[src/u2af_pkg.sv]
// Shared types, constants and the Latin-1 fold table of the UTF-8 to ASCII fold filter.
package u2af_pkg;

  localparam int unsigned TitleLenDefault = 64;

  localparam logic [7:0] LeadMin   = 8'hC2;
  localparam logic [7:0] LeadMax   = 8'hF4;
  localparam logic [7:0] Lead3Min  = 8'hE0;
  localparam logic [7:0] Lead4Min  = 8'hF0;
  localparam logic [1:0] ContTag   = 2'b10;
  localparam logic [6:0] AsciiMin  = 7'h20;
  localparam logic [6:0] AsciiMax  = 7'h7E;
  localparam logic [6:0] SpaceChar = 7'h20;
  localparam logic [6:0] NulChar   = 7'h00;
  localparam int unsigned CpW      = 21;

  typedef struct packed {
    logic [7:0] in_byte;
    logic       in_last;
  } in_t;

  typedef struct packed {
    logic [6:0] out_char;
    logic       char_valid;
    logic       end_of_text;
  } out_t;

  // Base letter of U+00C0 + idx, or zero where there is none.
  function automatic logic [6:0] latin_base_letter(input logic [5:0] idx);
    logic [6:0] base;
    base = NulChar;
    case (idx[4:0])
      5'd0, 5'd1, 5'd2, 5'd3, 5'd4, 5'd5:        base = 7'h41; // A
      5'd7:                                      base = 7'h43; // C
      5'd8, 5'd9, 5'd10, 5'd11:                  base = 7'h45; // E
      5'd12, 5'd13, 5'd14, 5'd15:                base = 7'h49; // I
      5'd17:                                     base = 7'h4E; // N
      5'd18, 5'd19, 5'd20, 5'd21, 5'd22:         base = 7'h4F; // O
      5'd25, 5'd26, 5'd27, 5'd28:                base = 7'h55; // U
      5'd29:                                     base = 7'h59; // Y
      default:                                   base = NulChar;
    endcase
    if (idx == 6'd63) begin
      return 7'h79; // y with diaeresis
    end
    if (idx[5] && base != NulChar) begin
      return base | 7'h20;
    end
    return base;
  endfunction

endpackage

[src/utf8_to_ascii_fold_filter.sv]
// Top level of the UTF-8 to ASCII fold filter: decoder, fold, space collapse and result queue.
//
// Usage: raw UTF-8 bytes enter on the in channel (in_valid_i / in_ready_o, payload in_i),
// in_i.in_last marking the final byte of a text. ASCII characters leave on the out channel
// (out_valid_o / out_ready_i, payload out_o), one per beat; a beat with end_of_text set and
// char_valid clear closes each text. One input byte causes zero to three output beats
// (a collapsed space, a character, a terminator).
// Order: a byte is held in the input register, then decoded and written to a four-entry
// result queue, from which its first result is presented.
// Throughput: one byte per cycle while the queue holds at most one result; while the
// receiver is ready the output drains one result per cycle, so bytes that cause two or
// three results slow the input to the output rate.
// Reset clears the decode state, the character count and the queue; the next byte starts
// a new text. When the receiver stalls, results stay queued, and the input stops once
// the queue could not hold the results of another byte.
module utf8_to_ascii_fold_filter #(
  parameter int unsigned TITLE_LEN = u2af_pkg::TitleLenDefault
) (
  input  logic           clk_i,
  input  logic           rst_ni,
  input  logic           in_valid_i,
  output logic           in_ready_o,
  input  u2af_pkg::in_t  in_i,
  output logic           out_valid_o,
  input  logic           out_ready_i,
  output u2af_pkg::out_t out_o
);

  localparam int unsigned CntW = (TITLE_LEN > 2) ? $clog2(TITLE_LEN) : 1;
  localparam logic [CntW-1:0] CntLimit = CntW'(TITLE_LEN - 1);
  localparam int unsigned QDepth = 4;
  localparam int unsigned QPtrW = $clog2(QDepth);
  localparam int unsigned QCntW = QPtrW + 1;
  localparam logic [QCntW-1:0] QRoomMax = QCntW'(QDepth - 3);

  // Input register
  logic          stg_v_q, stg_v_d;
  u2af_pkg::in_t stg_q;

  // Decode state
  logic [1:0]                   bp_q, bp_d;
  logic [u2af_pkg::CpW-1:0]     pcp_q, pcp_d;
  logic [CntW-1:0]              cnt_q, cnt_d;
  logic                         sp_q, sp_d;
  logic                         any_q, any_d;
  logic                         done_q, done_d;

  // Result queue
  u2af_pkg::out_t   q_mem_q [QDepth];
  logic [QPtrW-1:0] wr_q, wr_d, rd_q, rd_d;
  logic [QCntW-1:0] qcnt_q, qcnt_d;

  logic room, fire, pop;
  logic [7:0] b;
  logic is_cont, take_cp;
  logic [u2af_pkg::CpW-1:0] cp;
  logic [6:0] ch;
  logic emit_sp, emit_ch, emit_t;
  logic [1:0] push_n;
  u2af_pkg::out_t res [3];

  assign room       = qcnt_q <= QRoomMax;
  assign fire       = stg_v_q && room;
  assign in_ready_o = !stg_v_q || room;
  assign pop        = out_valid_o && out_ready_i;
  assign b          = stg_q.in_byte;

  always_comb begin
    stg_v_d = stg_v_q;
    if (in_valid_i && in_ready_o) begin
      stg_v_d = 1'b1;
    end else if (fire) begin
      stg_v_d = 1'b0;
    end
  end

  always_comb begin
    bp_d    = bp_q;
    pcp_d   = pcp_q;
    cnt_d   = cnt_q;
    sp_d    = sp_q;
    any_d   = any_q;
    done_d  = done_q;
    take_cp = 1'b0;
    cp      = '0;
    ch      = u2af_pkg::NulChar;
    emit_sp = 1'b0;
    emit_ch = 1'b0;
    emit_t  = 1'b0;
    is_cont = (bp_q != 2'd0) && (b[7:6] == u2af_pkg::ContTag);

    if (!done_q) begin
      if (b == 8'h00) begin
        emit_t = 1'b1;
        done_d = 1'b1;
        bp_d   = 2'd0;
        pcp_d  = '0;
      end else if (is_cont) begin
        pcp_d = {pcp_q[u2af_pkg::CpW-7:0], b[5:0]};
        bp_d  = bp_q - 2'd1;
        if (bp_q == 2'd1) begin
          take_cp = 1'b1;
          cp      = pcp_d;
        end
      end else begin
        // A bad continuation drops the partial sequence; decode the byte as a lead.
        bp_d  = 2'd0;
        pcp_d = '0;
        if (!b[7]) begin
          take_cp = 1'b1;
          cp      = {{(u2af_pkg::CpW-8){1'b0}}, b};
        end else if (b >= u2af_pkg::LeadMin && b <= u2af_pkg::LeadMax) begin
          if (b < u2af_pkg::Lead3Min) begin
            bp_d  = 2'd1;
            pcp_d = {{(u2af_pkg::CpW-5){1'b0}}, b[4:0]};
          end else if (b < u2af_pkg::Lead4Min) begin
            bp_d  = 2'd2;
            pcp_d = {{(u2af_pkg::CpW-4){1'b0}}, b[3:0]};
          end else begin
            bp_d  = 2'd3;
            pcp_d = {{(u2af_pkg::CpW-3){1'b0}}, b[2:0]};
          end
        end
      end

      if (take_cp && cnt_q != CntLimit) begin
        if (cp[u2af_pkg::CpW-1:7] == '0 && cp[6:0] >= u2af_pkg::AsciiMin
            && cp[6:0] <= u2af_pkg::AsciiMax) begin
          ch = cp[6:0];
        end else if (cp[u2af_pkg::CpW-1:6] == (u2af_pkg::CpW-6)'(3)) begin
          ch = u2af_pkg::latin_base_letter(cp[5:0]);
        end
        if (ch != u2af_pkg::NulChar) begin
          cnt_d = cnt_q + CntW'(1);
          if (ch == u2af_pkg::SpaceChar) begin
            if (any_q) begin
              sp_d = 1'b1;
            end
          end else begin
            emit_sp = sp_q;
            emit_ch = 1'b1;
            sp_d    = 1'b0;
            any_d   = 1'b1;
          end
        end
      end

      if (stg_q.in_last) begin
        emit_t = 1'b1;
      end
    end

    // Last byte: return the decode state and character count to reset.
    if (stg_q.in_last) begin
      bp_d   = 2'd0;
      pcp_d  = '0;
      cnt_d  = '0;
      sp_d   = 1'b0;
      any_d  = 1'b0;
      done_d = 1'b0;
    end
  end

  // Pack results in output order: space, character, terminator.
  always_comb begin
    u2af_pkg::out_t r_sp, r_ch, r_t;
    r_sp = '{out_char: u2af_pkg::SpaceChar, char_valid: 1'b1, end_of_text: 1'b0};
    r_ch = '{out_char: ch, char_valid: 1'b1, end_of_text: 1'b0};
    r_t  = '{out_char: u2af_pkg::NulChar, char_valid: 1'b0, end_of_text: 1'b1};
    res[0] = emit_sp ? r_sp : (emit_ch ? r_ch : r_t);
    res[1] = (emit_sp && emit_ch) ? r_ch : r_t;
    res[2] = r_t;
    push_n = fire ? (2'(emit_sp) + 2'(emit_ch) + 2'(emit_t)) : 2'd0;
  end

  assign wr_d   = wr_q + QPtrW'(push_n);
  assign rd_d   = pop ? rd_q + QPtrW'(1) : rd_q;
  assign qcnt_d = qcnt_q + QCntW'(push_n) - QCntW'(pop);

  assign out_valid_o = qcnt_q != '0;
  assign out_o       = q_mem_q[rd_q];

  always_ff @(posedge clk_i or negedge rst_ni) begin
    if (!rst_ni) begin
      stg_v_q <= 1'b0;
      bp_q    <= 2'd0;
      pcp_q   <= '0;
      cnt_q   <= '0;
      sp_q    <= 1'b0;
      any_q   <= 1'b0;
      done_q  <= 1'b0;
      wr_q    <= '0;
      rd_q    <= '0;
      qcnt_q  <= '0;
    end else begin
      stg_v_q <= stg_v_d;
      if (fire) begin
        bp_q   <= bp_d;
        pcp_q  <= pcp_d;
        cnt_q  <= cnt_d;
        sp_q   <= sp_d;
        any_q  <= any_d;
        done_q <= done_d;
      end
      wr_q   <= wr_d;
      rd_q   <= rd_d;
      qcnt_q <= qcnt_d;
    end
  end

  always_ff @(posedge clk_i) begin
    if (in_valid_i && in_ready_o) begin
      stg_q <= in_i;
    end
  end

  // Write each queue slot from the packed result at its offset past the write pointer.
  always_ff @(posedge clk_i) begin
    for (int k = 0; k < QDepth; k++) begin
      logic [QPtrW-1:0] off;
      off = QPtrW'(k) - wr_q;
      if ({1'b0, off} < {1'b0, push_n}) begin
        q_mem_q[k] <= res[off[1:0]];
      end
    end
  end

endmodule
[config.mk]
export PLATFORM = sky130hd
export DESIGN_NAME = utf8_to_ascii_fold_filter
export DESIGN_NICKNAME = d
export VERILOG_FILES = /design/src/u2af_pkg.sv /design/src/utf8_to_ascii_fold_filter.sv
export SDC_FILE = /design/constraint.sdc
export NUM_CORES = 1
export LEC_CHECK = 0
export BUFFER_PORTS_ARGS = -buffer_cell sky130_fd_sc_hd__buf_2
export CORE_MARGIN = 10
export CORE_UTILIZATION = 65
export CTS_CLUSTER_SIZE = 8
export DETAILED_ROUTE_END_ITERATION = 12
export HOLD_SLACK_MARGIN = 0.08
export PLACE_DENSITY = 0.84
export SETUP_SLACK_MARGIN = 0.4
export SLEW_MARGIN = 20
export SYNTH_ARGS = -nofsm -noshare
export SYNTH_HDL_FRONTEND = slang
export SYNTH_SLANG_ARGS = --single-unit
[constraint.sdc]
create_clock -name clk_i -period 10.8 [get_ports clk_i]
set_clock_uncertainty 0.05 [all_clocks]
set_input_delay 1.62 -clock clk_i [delete_from_list [all_inputs] [get_ports clk_i]]
set_output_delay 1.62 -clock clk_i [all_outputs]
set_load 0.02 [all_outputs]
==> flow_metrics.py <==
metrics = {
    "floorplan": {
        "initial_core_util": 0.659,
        "io_pins": 24,
        "die_h_um": 99.8,
        "coreArea_um2": 6280,
        "die_w_um": 99.8,
        "die-area_um2": 9960,
        "fp-row-count": 29,
    },
    "global_routing": {
        "met2_usage": 0.266,
        "grt_pass1_wl_mm": 14.0,
        "use_met3": 0.0584,
        "grt_pass1_vias": 2835,
        "overflow": 0,
        "busiest_layer": "met2",
        "grt_util_met1": 0.235,
        "grt_max_degree": 35,
        "grt_usage": 0.175,
        "antenna_found_initial": 0,
    },
    "power": {
        "p_clk_frac": 0.196,
        "p_int_mw": 0.757,
        "power_leakage_nw": 1.76,
        "powerDensity_nw_per_um2": 277,
        "finalPower_mw": 1.24,
        "combPwrFrac": 0.377,
        "swShare": 0.388,
        "irDropWorstVdd_mv": 0.197,
        "p_sw_mw": 0.480,
        "seqPwrFrac": 0.427,
    },
    "sta": {
        "hold_slack_ps": 450,
        "period_needed_ps": 5050,
        "rsz0062_at_grt": "no",
        "setup_viol": 0,
        "fin_crit_sh": 0.467,
        "max_freq_mhz": 198,
        "hold_violations": 0,
        "fin_ws_ps": 5750,
        "tightest_slew_ps": 982,
        "relSlewSlack": 0.346,
        "tns_ps": 0,
        "slew_viol_final": 0,
    },
    "min_path": {
        "hold_class": "reg2reg",
        "whs_path_depth": 1,
    },
    "routing": {
        "via_per_inst": 6.22,
        "vias": 2891,
        "first_pass_iters": 5,
        "drc": 0,
        "ant_nets": 0,
        "postRouteWirelength_mm": 8.20,
        "drt-wirelength-per-cell_um": 17.6,
        "first_iter_violations": 288,
    },
    "critical_path": {
        "reg2regPathDepth": 13,
        "crit_type": "reg2reg",
        "critPathMaxFanout": 27,
        "crit_path_start_kind": "flip-flop",
        "cp.required_ps": 10730,
        "arrival_ps": 4970,
        "worstSetupEndpointType": "flip-flop",
    },
    "yosys": {
        "syn_nets": 395,
        "yosys.area.top_type": "edfxtp_1",
        "async_reset_ff_frac": 0.430,
        "synth-compound-area-share": 0.146,
        "synth_top_family_by_area": "simple AND/OR/NAND/NOR gates",
        "synth_edf_count": 45,
        "synthAdderAreaFrac": 0.0496,
        "ys_ff_latch": 79,
        "synth_area_leaders": "edfxtp_1 33%, dfrtp_1 21%, mux4_2 4.9%, nor2_1 3.3%, ha_1 3.0%",
        "syn_area_per_cell_um2": 11.2,
        "yosysMostFrequentCell": "edfxtp_1",
        "netlist_area_um2": 4140,
        "ys_types": 54,
        "synthXorXnorAreaFrac": 0.0106,
        "synthMuxAreaShare": 0.0490,
        "ys_seq_area_frac": 0.532,
        "yosys-top-cells-count": "45 x edfxtp_1, 36 x nor2_1, 34 x dfrtp_1",
        "yosysWarnings": 0,
        "synth_simple_gate_area_frac": 0.167,
        "syn_inst": 368,
        "synthFlopType": "edfxtp_1",
        "synth_top_area_frac": 0.326,
    },
    "finish": {
        "fillers": 440,
        "final_cells": 465,
        "layout-drive-gt1-share": 0.160,
        "num_antenna_cells": 0,
        "area_delta_synth_final_pct": 8.13,
        "nets": 410,
    },
    "cts": {
        "cts_root_buf": "clkbuf_8",
        "hold_buffers": 0,
        "clk_pin_slew_worst_paths_ps": 80,
        "ctsResizeCount": 0,
        "clock_latency_ps": 350,
        "clockBufferDepth": 2,
        "cts_buffers": 9,
        "cts_tree": "done",
        "cts_htree_levels": 3,
        "postCtsSetupRepairBufs": 0,
        "clock_sinks": 79,
    },
    "status": {
        "status": "completed",
    },
    "placement": {
        "gp_congestion": 0.931,
        "dp_cells": 449,
        "io_buffers": 23,
        "pre_cts_ws_ps": 5810,
        "dp_hpwl_mm": 5.95,
    },
    "flow_run": {
        "cap_violations": 0,
    },
}
routing by layer:
| metal | wire length, µm | share of wire |
|---|---|---|
| met1 | 3610 | 0.44 |
| met2 | 3910 | 0.48 |
| met3 | 623 | 0.076 |
| met4 | 58 | 0.0071 |
| met5 | 0 | 0 |
final timing paths:
| check | startpoint | endpoint | slack, ps |
|---|---|---|---|
| setup / recovery | b[0]$_DFFE_PP_ | q_mem_q[0][6]$_DFFE_PN_ | 5750 |
| hold / removal | qcnt_q[0]$_DFF_PN0_ | qcnt_q[0]$_DFF_PN0_ | 450 |
| setup reg to reg | b[0]$_DFFE_PP_ | q_mem_q[0][6]$_DFFE_PN_ | 5750 |
| hold reg to reg | qcnt_q[0]$_DFF_PN0_ | qcnt_q[0]$_DFF_PN0_ | 450 |
| max in group asynchronous | rst_ni | cnt_q[4]$_DFFE_PN0P_ | 8890 |
| min in group asynchronous | rst_ni | pcp_q[6]$_DFFE_PN0P_ | 1300 |
metrics by stage:
stage	utilization	cell area [µm²]
after floorplan	-	4140
after global placement	0.677	4250
after detailed placement	0.677	4250
after CTS	0.713	4480
after global routing	0.713	4480
final	0.713	4480
cell families after synthesis:
kind of cell | Yosys count
xor gates and xnor gates | 5
adders and majority gates | 14
and+or+nand+nor | 134
muxes | 9
AOI/OAI and AO/OA | 85
DFF | 79
buffers and inverters | 42
area by class of cell:
cell class / count / area (µm²) / area share
timing repair buffer: 25 / 130 / 0.0291
clock buffer: 11 / 141 / 0.0316
sequential: 79 / 2200 / 0.492
clock inverter: 5 / 81.3 / 0.0182
inverter: 21 / 78.8 / 0.0176
multi-input combinational: 247 / 1750 / 0.390
tap: 77 / 96.3 / 0.0215
placed cells by master (no fill, tap or decap), types with 3 or more instances in the layout:
master / n
dfrtp_1: 34
ha_1: 10
edfxtp_1: 45
buf_2: 23
nor4_1: 5
a21oi_1: 20
and3_1: 6
nand4_1: 3
or3_1: 5
nor2_1: 36
nor3_1: 24
and2_1: 7
nand2_1: 26
clkbuf_8: 10
xor2_1: 3
a22o_1: 14
fa_1: 4
a22oi_1: 5
o21ai_0: 18
o21ai_1: 4
a21boi_0: 4
inv_1: 20
nand2b_1: 4
mux4_2: 9
nand3_1: 7
power by group through the flow:
stage          registers (mW)  clock network, mW  logic (mW)
2_1_floorplan           0.469                  0       0.406
3_3_place_gp            0.527                  0       0.454
3_5_place_dp            0.536                  0       0.468
4_1_cts                 0.529              0.244       0.470
5_1_grt                 0.542              0.261       0.524
6_report                0.529              0.242       0.467
sequential cells by signal (all words and copies together), names as in the netlist:
name	cells
pcp_q	15
cnt_q	6
any_q	1
done_q	1
qcnt_q	3
wr_q	2
q_mem_q	36
stg_q	1
stg_v_q	1
bp_q	2
rd_q	2
b	8
sp_q	1
critical path, cell delays in order (launching register included):
cell and delay [ps]:
edfxtp_1 620, and3_1 300, nand4_1 180, nor2_2 210
a211oi_2 90, a22oi_1 490, nand3_1 210, o21ai_4 530
nor2_1 220, fa_1 580, and3_1 200, ha_1 170
inv_1 60, a21oi_1 770
(Power assumes the default switching activity.)
